`config.mk`:
```
export PLATFORM = sky130hd
export DESIGN_NAME = signed_int_to_decimal_ascii
export DESIGN_NICKNAME = d
export VERILOG_FILES = /design/src/hw/rtl/sitda_pkg.sv /design/src/hw/rtl/sitda_ctrl.sv /design/src/hw/rtl/sitda_dp.sv /design/src/hw/rtl/signed_int_to_decimal_ascii.sv
export SDC_FILE = /design/constraint.sdc
export NUM_CORES = 1
export LEC_CHECK = 0
export ABC_AREA = 1
export BUFFER_PORTS_ARGS = -buffer_cell sky130_fd_sc_hd__clkbuf_2
export CAP_MARGIN = 25
export CORE_MARGIN = 2
export CORE_UTILIZATION = 45
export CTS_CLUSTER_DIAMETER = 100
export CTS_CLUSTER_SIZE = 12
export DETAILED_ROUTE_END_ITERATION = 8
export PLACE_DENSITY_LB_ADDON = 0.12
export SLEW_MARGIN = 15
export SYNTH_ARGS = -nofsm -noshare
export SYNTH_HDL_FRONTEND = slang
export SYNTH_HIERARCHICAL = 1
export SYNTH_SLANG_ARGS = --single-unit
```
`constraint.sdc`:
```
create_clock -name clk -period 5 [get_ports clk]
set_input_delay 0.25 -clock clk [delete_from_list [all_inputs] [get_ports clk]]
set_output_delay 0.25 -clock clk [all_outputs]
set_load 0.02 [all_outputs]
```
`src/hw/rtl/sitda_pkg.sv`:
```
package sitda_pkg;

    // ASCII codes of the output text
    localparam logic [7:0] CHAR_ZERO  = 8'd48;
    localparam logic [7:0] CHAR_MINUS = 8'd45;

    // BCD digit limit for the add-3 correction
    localparam logic [3:0] BCD_ADJ_MIN = 4'd5;
    localparam logic [3:0] BCD_ADJ_ADD = 4'd3;

    typedef enum logic [1:0] {
        ST_IDLE,
        ST_CONV,
        ST_SIGN,
        ST_EMIT
    } state_t;

    // Commands from controller to datapath
    typedef struct packed {
        logic load;
        logic dabble;
        logic emit_sign;
        logic emit_digit;
    } dp_cmd_t;

    // Status from datapath to controller
    typedef struct packed {
        logic negative;
        logic top_zero;
    } dp_status_t;

endpackage

```
`src/hw/rtl/sitda_ctrl.sv`:
```
module sitda_ctrl
    import sitda_pkg::*;
#(
    parameter int VALUE_BITS = 32,
    parameter int NUM_DIGITS = 10
)
(
    input  logic       clk,
    input  logic       rst_n,
    input  logic       start,
    output logic       busy,
    output dp_cmd_t    cmd,
    input  dp_status_t status,
    output logic       strobe,
    output logic       is_last
);

    localparam int CNT_W = $clog2(VALUE_BITS);
    localparam int DIG_W = $clog2(NUM_DIGITS);

    state_t             state_reg, state_next;
    logic [CNT_W-1:0]   bit_cnt_reg, bit_cnt_next;
    logic [DIG_W-1:0]   dig_cnt_reg, dig_cnt_next;
    logic               started_reg, started_next;
    logic               strobe_reg, strobe_next;
    logic               last_reg, last_next;
    logic               emit_now;

    // Hold state and counters
    always_ff @(posedge clk or negedge rst_n)
    begin
        if (!rst_n)
        begin
            state_reg   <= ST_IDLE;
            bit_cnt_reg <= '0;
            dig_cnt_reg <= '0;
            started_reg <= 1'b0;
            strobe_reg  <= 1'b0;
            last_reg    <= 1'b0;
        end
        else
        begin
            state_reg   <= state_next;
            bit_cnt_reg <= bit_cnt_next;
            dig_cnt_reg <= dig_cnt_next;
            started_reg <= started_next;
            strobe_reg  <= strobe_next;
            last_reg    <= last_next;
        end
    end

    // Drop leading zeros, but always emit the units digit
    assign emit_now = !status.top_zero || started_reg || (dig_cnt_reg == '0);

    // Advance the sequence
    always_comb
    begin
        state_next   = state_reg;
        bit_cnt_next = bit_cnt_reg;
        dig_cnt_next = dig_cnt_reg;
        started_next = started_reg;
        strobe_next  = 1'b0;
        last_next    = 1'b0;
        cmd          = '0;
        unique case (state_reg)
            ST_IDLE:
            begin
                if (start)
                begin
                    cmd.load     = 1'b1;
                    bit_cnt_next = CNT_W'(VALUE_BITS - 1);
                    started_next = 1'b0;
                    state_next   = ST_CONV;
                end
            end
            ST_CONV:
            begin
                cmd.dabble = 1'b1;
                if (bit_cnt_reg == '0)
                begin
                    dig_cnt_next = DIG_W'(NUM_DIGITS - 1);
                    state_next   = status.negative ? ST_SIGN : ST_EMIT;
                end
                else
                begin
                    bit_cnt_next = bit_cnt_reg - 1'b1;
                end
            end
            ST_SIGN:
            begin
                cmd.emit_sign = 1'b1;
                strobe_next   = 1'b1;
                state_next    = ST_EMIT;
            end
            ST_EMIT:
            begin
                cmd.emit_digit = 1'b1;
                if (emit_now)
                begin
                    strobe_next  = 1'b1;
                    last_next    = (dig_cnt_reg == '0);
                    started_next = 1'b1;
                end
                if (dig_cnt_reg == '0)
                begin
                    state_next = ST_IDLE;
                end
                else
                begin
                    dig_cnt_next = dig_cnt_reg - 1'b1;
                end
            end
            default:
            begin
                state_next = ST_IDLE;
            end
        endcase
    end

    assign busy    = (state_reg != ST_IDLE);
    assign strobe  = strobe_reg;
    assign is_last = last_reg;

    // A beat only follows a busy cycle
    a_strobe_after_busy: assert property (@(posedge clk) disable iff (!rst_n)
        strobe_reg |-> $past(state_reg != ST_IDLE))
        else $error("strobe without work in progress");

    // The last flag only rides on a beat
    a_last_on_strobe: assert property (@(posedge clk) disable iff (!rst_n)
        last_reg |-> strobe_reg)
        else $error("is_last without strobe");

    // An accepted start begins conversion
    a_start_conv: assert property (@(posedge clk) disable iff (!rst_n)
        (state_reg == ST_IDLE && start) |=> (state_reg == ST_CONV))
        else $error("start not taken");

    // The units digit always closes the run
    a_units_last: assert property (@(posedge clk) disable iff (!rst_n)
        (state_reg == ST_EMIT && dig_cnt_reg == '0) |=> (strobe_reg && last_reg))
        else $error("final digit not emitted as last");

endmodule

```
`src/hw/rtl/sitda_dp.sv`:
```
module sitda_dp
    import sitda_pkg::*;
#(
    parameter int VALUE_BITS = 32,
    parameter int NUM_DIGITS = 10
)
(
    input  logic                         clk,
    input  logic signed [VALUE_BITS-1:0] value,
    input  dp_cmd_t                      cmd,
    output dp_status_t                   status,
    output logic [7:0]                   char_code
);

    localparam int BCD_W = 4 * NUM_DIGITS;

    logic [VALUE_BITS-1:0] raw;
    logic [VALUE_BITS-1:0] mag_reg, mag_next;
    logic [BCD_W-1:0]      bcd_reg, bcd_next;
    logic [BCD_W-1:0]      bcd_adj;
    logic                  neg_reg, neg_next;
    logic [7:0]            char_reg, char_next;
    logic [3:0]            top_digit;

    assign raw       = value;
    assign top_digit = bcd_reg[BCD_W-1 -: 4];

    // Add 3 to every digit of five or more before the shift
    always_comb
    begin
        for (int i = 0; i < NUM_DIGITS; i++)
        begin
            if (bcd_reg[4*i +: 4] >= BCD_ADJ_MIN)
            begin
                bcd_adj[4*i +: 4] = bcd_reg[4*i +: 4] + BCD_ADJ_ADD;
            end
            else
            begin
                bcd_adj[4*i +: 4] = bcd_reg[4*i +: 4];
            end
        end
    end

    // Load the magnitude, shift it into BCD, set the sign character, then shift digits out
    always_comb
    begin
        mag_next  = mag_reg;
        bcd_next  = bcd_reg;
        neg_next  = neg_reg;
        char_next = char_reg;
        if (cmd.load)
        begin
            neg_next = raw[VALUE_BITS-1];
            mag_next = raw[VALUE_BITS-1] ? (~raw + 1'b1) : raw;
            bcd_next = '0;
        end
        else if (cmd.dabble)
        begin
            bcd_next = {bcd_adj[BCD_W-2:0], mag_reg[VALUE_BITS-1]};
            mag_next = {mag_reg[VALUE_BITS-2:0], 1'b0};
        end
        else if (cmd.emit_sign)
        begin
            char_next = CHAR_MINUS;
        end
        else if (cmd.emit_digit)
        begin
            char_next = CHAR_ZERO + {4'b0000, top_digit};
            bcd_next  = {bcd_reg[BCD_W-5:0], 4'b0000};
        end
    end

    always_ff @(posedge clk)
    begin
        mag_reg  <= mag_next;
        bcd_reg  <= bcd_next;
        neg_reg  <= neg_next;
        char_reg <= char_next;
    end

    assign status.negative = neg_reg;
    assign status.top_zero = (top_digit == 4'd0);
    assign char_code       = char_reg;

endmodule

```
`src/hw/rtl/signed_int_to_decimal_ascii.sv`:
```
// Signed integer to decimal ASCII text.
// Input: a two's complement value is taken at a rising edge with start high
// and busy low. Busy stays high while that value is converted; it falls as the final beat is shown.
// Output: one character per beat, most significant first, each shown for
// exactly one cycle with strobe high; is_last marks the final character.
// A negative value opens with '-', there are no leading zeros, and zero
// gives the single character '0'.
// Sequence: the magnitude is shifted through a shift-add-3 BCD converter, one
// bit per cycle, then the sign is sent if any, then the BCD register is
// scanned one digit per cycle (leading zeros send no beat). The next start
// is taken as soon as busy falls, at the same edge that takes the final
// beat, so a new value is taken only once the previous one is through.
// The receiver cannot stall: every beat is taken in the cycle it is shown.
// Reset clears the controller to idle with no beat pending; nothing else
// needs clearing.
module signed_int_to_decimal_ascii
    import sitda_pkg::*;
#(
    parameter int VALUE_BITS = 32
)
(
    input  logic                         clk,
    input  logic                         rst_n,
    input  logic                         start,
    output logic                         busy,
    input  logic signed [VALUE_BITS-1:0] value,
    output logic                         strobe,
    output logic [7:0]                   char_code,
    output logic                         is_last
);

    // Decimal digits needed for a VALUE_BITS-bit magnitude
    localparam int NUM_DIGITS = ((VALUE_BITS * 1233) >> 12) + 1;

    dp_cmd_t    cmd;
    dp_status_t status;

    sitda_ctrl #(
        .VALUE_BITS (VALUE_BITS),
        .NUM_DIGITS (NUM_DIGITS)
    ) u_ctrl (
        .clk     (clk),
        .rst_n   (rst_n),
        .start   (start),
        .busy    (busy),
        .cmd     (cmd),
        .status  (status),
        .strobe  (strobe),
        .is_last (is_last)
    );

    sitda_dp #(
        .VALUE_BITS (VALUE_BITS),
        .NUM_DIGITS (NUM_DIGITS)
    ) u_dp (
        .clk       (clk),
        .value     (value),
        .cmd       (cmd),
        .status    (status),
        .char_code (char_code)
    );

endmodule

```
# Yosys cells after proc, flatten, opt, wreduce, memory -nomap -nowiden
# Index checks and enable logic that the tools add are counted.
[totals]
in_bits = 35
wordCells = 107
latchBits = 0
ff_bits = 95
ramBits = 0
n_memories = 0
output_inout_bits = 11
romBits = 0
[classes]
bitwise = 3
addsub = 14
n_reduce_logical = 20
n_eq_ne = 10
shift = 0
div = 0
n_mux = 40
multipliers = 0
magnitude_cmp = 10
[ops]
columns = ["op", "n"]
rows = [
  ["40-bit two-way mux", 3],
  ["32-bit two-way mux", 3],
  ["4-bit two-way mux", 11],
  ["4-bit by 3-bit greater-or-equal comparator with 1-bit output, second input constant", 10],
  ["4-bit by 2-bit adder with 4-bit output, second input constant", 9],
  ["32-bit by 1-bit adder with 32-bit output, second input constant", 1],
  ["32-bit NOT", 1],
  ["3-bit AND reduction", 5],
  ["2-bit nonzero test", 7],
  ["1-bit two-way mux", 11],
  ["5-bit two-way mux", 2],
  ["5-bit one-hot mux with 2 select lines", 1],
  ["4-bit logical NOT", 2],
  ["8-bit two-way mux", 1],
  ["2-bit by 1-bit != test with 1-bit output, second input constant", 4],
  ["2-bit one-hot mux with 4 select lines", 1],
  ["4-bit one-hot mux with 2 select lines", 1],
  ["6-bit by 4-bit adder with 7-bit output, first input constant", 1],
  ["2-bit two-way mux", 3],
  ["2-bit != test, second input constant", 3],
  ["5-bit logical NOT", 1],
  ["5-bit by 1-bit subtractor with 5-bit output, second input constant", 1],
  ["2-bit == test, second input constant", 2],
  ["1-bit one-hot mux with 2 select lines", 2],
  ["9 further kinds", 11],
]

# Logic depth before layout (Yosys ltp)
# Gate-level depths: netlist (run 1).
[logic_depth]
ltp_word = 6
depth_mapped = 10
mapped_depth_nobuf = 10

# Hierarchy
# Netlist (run 1), hierarchy kept.
[modules_own_cells]
columns = ["module", "area_each_um2", "seq_area_each_um2", "cells_per_inst", "instances"]
rows = [
  ["sitda_dp", 5088.6, 1941.9, 681, 1],
  ["sitda_ctrl", 928.4, 350.3, 123, 1],
]

# Least setup slack after synthesis (run 1)
# OpenSTA, ideal clock, no wires.
[synth_path]
path_type = "reg-to-reg"
start = "register u_ctrl.state_reg[0]"
end = "register u_dp.char_reg[0] (netlist: u_dp/char_code[0]), enable pin"
required_ns = 4.648
stages_incl_launch_ff = 10
setup_slack_ns = 2.211
n_path_buf = 2
setup_ns = 0.352
arrival_ns = 2.437
path_cell_list = "dfrtp_1 inv_1 ha_1 nand2_1 inv_1 clkbuf_1 inv_2 clkbuf_1 nand2_1 nor2_1"
[synth_rtl]
columns = ["item", "line", "rtl"]
rows = [
  ["start, declared", "sitda_ctrl.sv:21", "state_t state_reg, state_next;"],
  ["start signal, assigned", "sitda_ctrl.sv:43", "state_reg <= state_next;"],
  ["end signal, assigned", "sitda_dp.sv:78", "char_reg <= char_next;"],
  ["end, declared", "sitda_dp.sv:22", "logic [7:0] char_reg, char_next;"],
]

==> impl_metrics.prom, run 1 <==
# TYPE chip_impl_metric gauge
chip_impl_info{name="run_status",value="completed"} 1
chip_impl_metric{name="wl_met1",unit="um"} 6510
chip_impl_metric{name="setup_total_negative_slack",unit="ns"} 0
chip_impl_metric{name="worst_clock_skew",unit="ns"} 0.00604
chip_impl_metric{name="grt_first_pass_wirelength",unit="um"} 23200
chip_impl_info{name="crit_path_cell_trace",value="inv_1 > ha_1 > buf_4 > inv_2 > nand2_2 > inv_2 > a221oi_1 > o21ai_1 > inv_1"} 1
chip_impl_metric{name="clk_latency",unit="ns"} 0.33
chip_impl_metric{name="critical_path.max_stage_delay",unit="ns"} 0.68
chip_impl_info{name="cpMaxStageDelayCell",value="nand2_2"} 1
chip_impl_metric{name="p_leak",unit="uW"} 0.00299
chip_impl_metric{name="clock_power_share",unit="%"} 15.8
chip_impl_metric{name="met2_wirelength",unit="um"} 6290
chip_impl_info{name="tritoncts",value="yes"} 1
chip_impl_metric{name="synth_cell_type_count",unit=""} 47
chip_impl_metric{name="gr-usage-all-layers",unit="%"} 19.8
chip_impl_metric{name="timing.critical_path.arrival",unit="ns"} 3.21
chip_impl_metric{name="clkSlewWorstSetupHoldPaths",unit="ns"} 0.07
chip_impl_metric{name="grt_pass1_vias",unit=""} 5064
chip_impl_metric{name="h-tree-depth",unit=""} 3
chip_impl_metric{name="floorplan.core_area",unit="mm^2"} 0.0131
chip_impl_metric{name="design_power_total",unit="uW"} 4340
chip_impl_metric{name="final_layout_size_suffix_gt1_share",unit="%"} 12.9
chip_impl_info{name="min_path_type",value="in -> reg"} 1
chip_impl_metric{name="dieArea",unit="mm^2"} 0.0143
chip_impl_info{name="routed.top_layer",value="met4"} 1
chip_impl_metric{name="hold_slack",unit="ns"} 0.197
chip_impl_metric{name="power_report.internal_total",unit="uW"} 2410
chip_impl_info{name="worstSetupStartpointType",value="register"} 1
chip_impl_metric{name="drtIter0Drc",unit=""} 354
chip_impl_metric{name="ctsLongestPathBuffers",unit=""} 2
chip_impl_metric{name="power.switching_fraction",unit="%"} 44.4
chip_impl_info{name="critPathCaptureType",value="register"} 1
chip_impl_metric{name="nets",unit=""} 894
chip_impl_metric{name="wirelength",unit="um"} 13600
chip_impl_metric{name="finish.utilization",unit="%"} 50.3
chip_impl_metric{name="grt_start_max_net_pins",unit=""} 45
chip_impl_metric{name="die_height",unit="um"} 120
chip_impl_info{name="ys_top_cells_by_area",value="edfxtp_1, dfxtp_1, nand2_1"} 1
chip_impl_metric{name="register_area",unit="mm^2"} 0.00229
chip_impl_info{name="critical_path.top_delay_family",value="buffers and inverters"} 1
chip_impl_info{name="clock-root-buffer",value="clkbuf_16"} 1
chip_impl_metric{name="cts_inserted_buffers",unit=""} 9
chip_impl_metric{name="drtAntennaViolNets",unit=""} 0
chip_impl_metric{name="areaGrowthSynthToFinish",unit="%"} 9.86
chip_impl_metric{name="grt_antenna_before_repair",unit=""} 0
chip_impl_metric{name="start_util",unit="%"} 45.8
chip_impl_metric{name="dpl_cell_area",unit="mm^2"} 0.00630
chip_impl_metric{name="max-slew-margin-rel",unit="%"} 50.4
chip_impl_metric{name="switchingPower",unit="uW"} 1930
chip_impl_metric{name="vias",unit=""} 5326
chip_impl_metric{name="ios",unit=""} 46
chip_impl_metric{name="power_frac_seq",unit="%"} 35.5
chip_impl_metric{name="worst_pin_slew",unit="ns"} 0.741
chip_impl_metric{name="drc",unit=""} 0
chip_impl_metric{name="timing_hold_violations_final",unit=""} 0
chip_impl_metric{name="cp.buffers_inverters",unit=""} 5
chip_impl_metric{name="critical_path.max_fanout",unit=""} 42
chip_impl_metric{name="die-width",unit="um"} 120
chip_impl_metric{name="globalRouteOverflowTotal",unit=""} 0
chip_impl_metric{name="fin_crit_sh",unit="%"} 58.5
chip_impl_metric{name="num_rows",unit=""} 42
chip_impl_metric{name="post-route-cell-area",unit="mm^2"} 0.00661
chip_impl_metric{name="met3WireLength",unit="um"} 569
chip_impl_metric{name="synthCells",unit=""} 804
chip_impl_metric{name="yosys_warnings",unit=""} 6
chip_impl_metric{name="insertedDiodeCount",unit=""} 0
chip_impl_metric{name="final-max-slew-violation-count",unit=""} 0
chip_impl_info{name="worstSetupPathType",value="reg -> reg"} 1
chip_impl_metric{name="critical_path_required",unit="ns"} 5.28
chip_impl_metric{name="ys_ff_latch",unit=""} 92
chip_impl_metric{name="syn_area_per_cell",unit="um^2"} 7.48
chip_impl_metric{name="cts.sink_count",unit=""} 92
chip_impl_metric{name="vdd_drop_max",unit="mV"} 0.234
chip_impl_metric{name="detailedRoute.firstPassIterationCount",unit=""} 5
chip_impl_metric{name="yosys.area.top_type_share",unit="%"} 19.0
chip_impl_metric{name="power_frac_comb",unit="%"} 48.7
chip_impl_metric{name="synth_area",unit="mm^2"} 0.00602
chip_impl_metric{name="post_layout_minimum_cycle_time",unit="ns"} 2.92
chip_impl_metric{name="drv_cap",unit=""} 0
chip_impl_metric{name="avgRoutedWirePerCell",unit="um"} 13.4
chip_impl_metric{name="fill_cells",unit=""} 1327
chip_impl_metric{name="vias_per_cell",unit=""} 5.26
chip_impl_metric{name="largest_register_ffs",unit=""} 40
chip_impl_metric{name="multi_input_area",unit="mm^2"} 0.00318
chip_impl_metric{name="achievable-frequency",unit="GHz"} 0.342
chip_impl_metric{name="place_hpwl",unit="um"} 9680
chip_impl_info{name="rsz_0062_raised_after_global_routing",value="false"} 1
chip_impl_metric{name="gp_congestion",unit=""} 0.868
chip_impl_metric{name="setup_viol",unit=""} 0
chip_impl_metric{name="yosysSeqAreaShare",unit="%"} 38.1
chip_impl_metric{name="power_per_cell_area",unit="mW/mm^2"} 657
chip_impl_info{name="yosysTopAreaCell",value="edfxtp_1"} 1
chip_impl_metric{name="place.port_buffers",unit=""} 42
## Yosys cell counts (all sizes together)
| cell type | number |
|---|---|
| a221oi | 5 |
| o2111ai | 1 |
| nand3 | 63 |
| buf | 16 |
| inv | 97 |
| o21ai | 107 |
| nand3b | 1 |
| ha | 28 |
| and2 | 2 |
| xor2 | 23 |
| clkbuf | 16 |
| nor4 | 1 |
| edfxtp | 38 |
| conb | 2 |
| nor3 | 1 |
| nor2 | 73 |
| a31oi | 4 |
| o221ai | 6 |
| dfrtp | 14 |
| nand4 | 11 |
| xnor2 | 6 |
| o211ai | 5 |
| a21o | 1 |
| a21oi | 56 |
| dfxtp | 40 |
| or2 | 7 |
| nand2 | 178 |
| a22oi | 1 |
| a211oi | 1 |
## stage by stage
stage,setup slack (ns),instances
after floorplan,2.21,805
after global placement,2.27,995
after detailed placement,2.10,995
after CTS,2.07,1012
after global routing,1.80,1012
final,2.08,1012
## logic make-up (layout without fill, tap and decap cells)
family	Yosys count	count (layout)	share of synthesized area, %
other	2	3	0.125
AOI/OAI and AO/OA	187	187	17.0
xor gates and xnor gates	29	29	4.22
DFF	92	92	38.1
buffers and inverters	129	160	9.11
and+or+nand+nor	337	337	25.6
adders and majority gates	28	28	5.82
## worst reg2reg max path, cell delays in order, from the launching register on
cell	delay (ns)
dfrtp_1	0.43
inv_1	0.13
ha_1	0.16
buf_4	0.37
inv_2	0.40
nand2_2	0.68
inv_2	0.23
a221oi_1	0.29
o21ai_1	0.11
inv_1	0.08
## cell type report
| type | count | area share, % |
|---|---|---|
| tap | 176 | 3.33 |
| clock inverter | 6 | 0.965 |
| timing repair buffer | 47 | 3.79 |
| inverter | 97 | 5.51 |
| multi-input combinational | 584 | 48.1 |
| sequential | 92 | 34.7 |
| clock buffer | 10 | 3.62 |
## power groups by stage
stage	Sequential [uW]	Combinational [uW]	Clock [uW]
5_1_grt	1590	2430	738
3_3_place_gp	1540	2040	0
6_report	1540	2110	687
4_1_cts	1530	2120	704
3_5_place_dp	1540	2120	0
2_1_floorplan	1510	1670	0
## layout by cell type, fill, tap and decap left out, types with 4 or more instances in the layout
cell type / netlist / routed
nand2_2: 9 / 9
dfxtp_1: 40 / 40
clkbuf_16: 0 / 9
xnor2_1: 6 / 6
dfrtp_1: 14 / 14
xor2_1: 23 / 23
nand2_1: 167 / 167
edfxtp_1: 38 / 38
inv_2: 6 / 6
nor2_1: 55 / 55
a31oi_1: 4 / 4
nand4_1: 11 / 11
nor2_2: 12 / 12
o21ai_0: 76 / 76
clkbuf_2: 1 / 42
ha_1: 28 / 28
inv_1: 91 / 91
o21ai_1: 30 / 30
a221oi_1: 5 / 5
a21oi_1: 54 / 54
or2_2: 4 / 4
o221ai_1: 6 / 6
nand3_1: 60 / 60
o211ai_1: 5 / 5
nor2_4: 5 / 5
buf_4: 8 / 4
## worst paths after layout
| check | startpoint | endpoint | slack [ns] | depth (start not counted) |
|---|---|---|---|---|
| worst max register to register | u_ctrl/state_reg[1] | u_dp/bcd_reg[9] | 2.08 | 9 |
| worst max-delay path | u_ctrl/state_reg[1] | u_dp/bcd_reg[9] | 2.08 | 9 |
| min in group asynchronous | rst_n | u_ctrl/bit_cnt_reg[4] | 0.36 | 2 |
| worst min-delay path | value[0] | u_dp/mag_reg[0] | 0.20 | 3 |
| worst min register to register | u_ctrl/started_reg | u_ctrl/started_reg | 0.49 | 2 |
| max in group asynchronous | rst_n | u_ctrl/started_reg | 4.37 | 2 |
## what timing repair did
item                       CTS  global route
buffers inserted             0             0
hold endpoints to repair    14             0
hold buffers                 1             0
setup endpoints to repair    0             0
gates resized for setup      0             0
## layer usage
| layer | track usage, % | vias to the layer above |
|---|---|---|
| met1 | 26.3 | 2447 |
| li1 | - | 2725 |
| met3 | 3.75 | 19 |
| met2 | 32.5 | 135 |
| met5 | 0 | - |
| met4 | 6.91 | 0 |
(Power assumes the default switching activity.)
==> run 2, diff against run 1 <==
==> constraint.sdc (replaced) <==
create_clock -name clk -period 2.5 [get_ports clk]
set_input_delay 0.125 -clock clk [delete_from_list [all_inputs] [get_ports clk]]
set_output_delay 0.125 -clock clk [all_outputs]
set_load 0.02 [all_outputs]
==> run 2 against run 1 <==
  * Register-to-register slack lost 1.5 ns
  * Final area grew 1.0%
  * Final cell count grew 0.59%
  * Critical path depth grew 1
  * Global-route usage shrank 0.26 points
  * Worst setup slack lost 1.5 ns
  * Largest power group unchanged
==> impl_metrics.prom, run 2 (synthesis gave the netlist of run 1 again) <==
# TYPE chip_impl_metric gauge
chip_impl_metric{name="avgRoutedWirePerCell",unit="um"} 13.4
chip_impl_metric{name="post_cts_hold_buffer_count",unit=""} 1
chip_impl_info{name="critPathCaptureType",value="register"} 1
chip_impl_metric{name="wirelength",unit="um"} 13600
chip_impl_info{name="final_common_cell",value="nand2_1"} 1
chip_impl_metric{name="drtIter0Drc",unit=""} 322
chip_impl_metric{name="dieArea",unit="mm^2"} 0.0143
chip_impl_metric{name="largest_register_ffs",unit=""} 40
chip_impl_metric{name="ctsLongestPathBuffers",unit=""} 2
chip_impl_metric{name="setup_total_negative_slack",unit="ns"} 0
chip_impl_metric{name="grt_start_max_net_pins",unit=""} 42
chip_impl_metric{name="setup_viol",unit=""} 0
chip_impl_metric{name="cts.sink_count",unit=""} 92
chip_impl_metric{name="gp_congestion",unit=""} 0.931
chip_impl_info{name="tritoncts",value="yes"} 1
chip_impl_metric{name="final_layout_size_suffix_gt1_share",unit="%"} 13.7
chip_impl_info{name="clock-root-buffer",value="clkbuf_16"} 1
chip_impl_metric{name="critical_path_required",unit="ns"} 2.73
chip_impl_metric{name="clkSlewWorstSetupHoldPaths",unit="ns"} 0.07
chip_impl_metric{name="critical_path.max_fanout",unit=""} 15
chip_impl_metric{name="achievable-frequency",unit="GHz"} 0.515
chip_impl_metric{name="die-width",unit="um"} 120
chip_impl_info{name="run_status",value="completed"} 1
chip_impl_metric{name="nets",unit=""} 900
chip_impl_metric{name="final-max-slew-violation-count",unit=""} 0
chip_impl_metric{name="cts_inserted_buffers",unit=""} 9
chip_impl_info{name="min_path_type",value="in -> reg"} 1
chip_impl_metric{name="place.port_buffers",unit=""} 42
chip_impl_metric{name="drv_cap",unit=""} 0
chip_impl_metric{name="clk_latency",unit="ns"} 0.34
chip_impl_metric{name="finish.utilization",unit="%"} 50.8
chip_impl_metric{name="post-cts-setup-buffers",unit=""} 0
chip_impl_metric{name="power_per_cell_area",unit="mW/mm^2"} 1330
chip_impl_metric{name="ios",unit=""} 46
chip_impl_metric{name="grt_first_pass_wirelength",unit="um"} 23000
chip_impl_metric{name="gr-usage-all-layers",unit="%"} 19.6
chip_impl_metric{name="drtAntennaViolNets",unit=""} 0
chip_impl_info{name="rsz_0062_raised_after_global_routing",value="false"} 1
chip_impl_info{name="mostFrequentLayoutCells",value="nand2_1, inv_1, o21ai_0, nand3_1, nor2_1"} 1
chip_impl_metric{name="insertedDiodeCount",unit=""} 0
chip_impl_metric{name="vias",unit=""} 5283
chip_impl_metric{name="timing.critical_path.arrival",unit="ns"} 2.18
chip_impl_metric{name="floorplan.core_area",unit="mm^2"} 0.0131
chip_impl_metric{name="die_height",unit="um"} 120
chip_impl_info{name="worstSetupStartpointType",value="register"} 1
chip_impl_metric{name="timing_hold_violations_final",unit=""} 0
chip_impl_metric{name="drc",unit=""} 0
chip_impl_metric{name="grt_pass1_vias",unit=""} 5072
chip_impl_metric{name="detailedRoute.firstPassIterationCount",unit=""} 5
chip_impl_metric{name="grt_antenna_before_repair",unit=""} 0
chip_impl_metric{name="h-tree-depth",unit=""} 3
chip_impl_metric{name="worst_clock_skew",unit="ns"} 0.00693
chip_impl_metric{name="areaGrowthSynthToFinish",unit="%"} 11.0
chip_impl_metric{name="post_cts_resize_count",unit=""} 0
chip_impl_metric{name="num_rows",unit=""} 42
chip_impl_metric{name="design_power_total",unit="uW"} 8850
chip_impl_metric{name="fin_crit_sh",unit="%"} 77.7
chip_impl_metric{name="start_util",unit="%"} 45.8
chip_impl_metric{name="vias_per_cell",unit=""} 5.19
chip_impl_metric{name="globalRouteOverflowTotal",unit=""} 0
chip_impl_metric{name="p_leak",unit="uW"} 0.00303
chip_impl_metric{name="place_hpwl",unit="um"} 9970
chip_impl_metric{name="vdd_drop_max",unit="mV"} 0.457
chip_impl_metric{name="post_layout_minimum_cycle_time",unit="ns"} 1.94
chip_impl_info{name="worstSetupPathType",value="reg -> reg"} 1
run 2: cell count changes in the layout (fill, tap and decap cells not counted), sizes merged:
cell	delta
clkbuf	-1
bufinv	+1
clkinvlp	-1
buf	+6
clkinv	-1
inv	+2
run 2: layout make-up:
cell class,count,area (um^2)
tap,176,220
clock inverter,7,98.8
timing repair buffer,53,295
clock buffer,9,225
fill,1293,6460
multi-input combinational,584,3180
inverter,97,364
sequential,92,2290
run 2: metal layers:
metal / routed length (um) / global-route usage, %
met4: 188 / 7.50
met1: 6560 / 25.6
met2: 6480 / 32.8
met5: 0 / 0
met3: 420 / 2.76
run 2: worst max-delay path, stage by stage, from the launching register on:
cell	delay, ns
dfrtp_1	0.41
inv_1	0.11
ha_1	0.27
inv_2	0.12
nand2_4	0.14
nor2_4	0.25
inv_1	0.19
o21ai_1	0.15
a21oi_1	0.05
o21ai_0	0.07
inv_1	0.05
run 2: metrics by stage:
step / worst slack, ns / cells / instance area, um^2 / hold slack, ns
after floorplan: 0.0527 / 805 / 6020 / -0.171
after global placement: 0.677 / 1001 / 6340 / 0.0517
after detailed placement: 0.588 / 1001 / 6340 / 0.0569
after CTS: 0.571 / 1018 / 6680 / 0.0397
after global routing: 0.385 / 1018 / 6680 / 0.0579
final: 0.559 / 1018 / 6680 / 0.0570
run 2: power breakdown:
group	internal (uW)	switching, uW	leakage [uW]
Sequential	2550	520	0.000873
Clock	883	589	0.000156
Combinational	1540	2770	0.00200
run 2: worst paths after layout:
check | cells past startpoint | from | slack (ns) | endpoint
max | 10 | u_ctrl/state_reg[0] | 0.56 | u_dp/bcd_reg[26]
min | 3 | value[0] | 0.06 | u_dp/mag_reg[0]
max reg2reg | 10 | u_ctrl/state_reg[0] | 0.56 | u_dp/bcd_reg[26]
min reg2reg | 2 | u_dp/bcd_reg[3] | 0.49 | u_dp/bcd_reg[3]
max in group asynchronous | 2 | rst_n | 2.00 | u_ctrl/bit_cnt_reg[0]
min in group asynchronous | 2 | rst_n | 0.23 | u_ctrl/bit_cnt_reg[4]
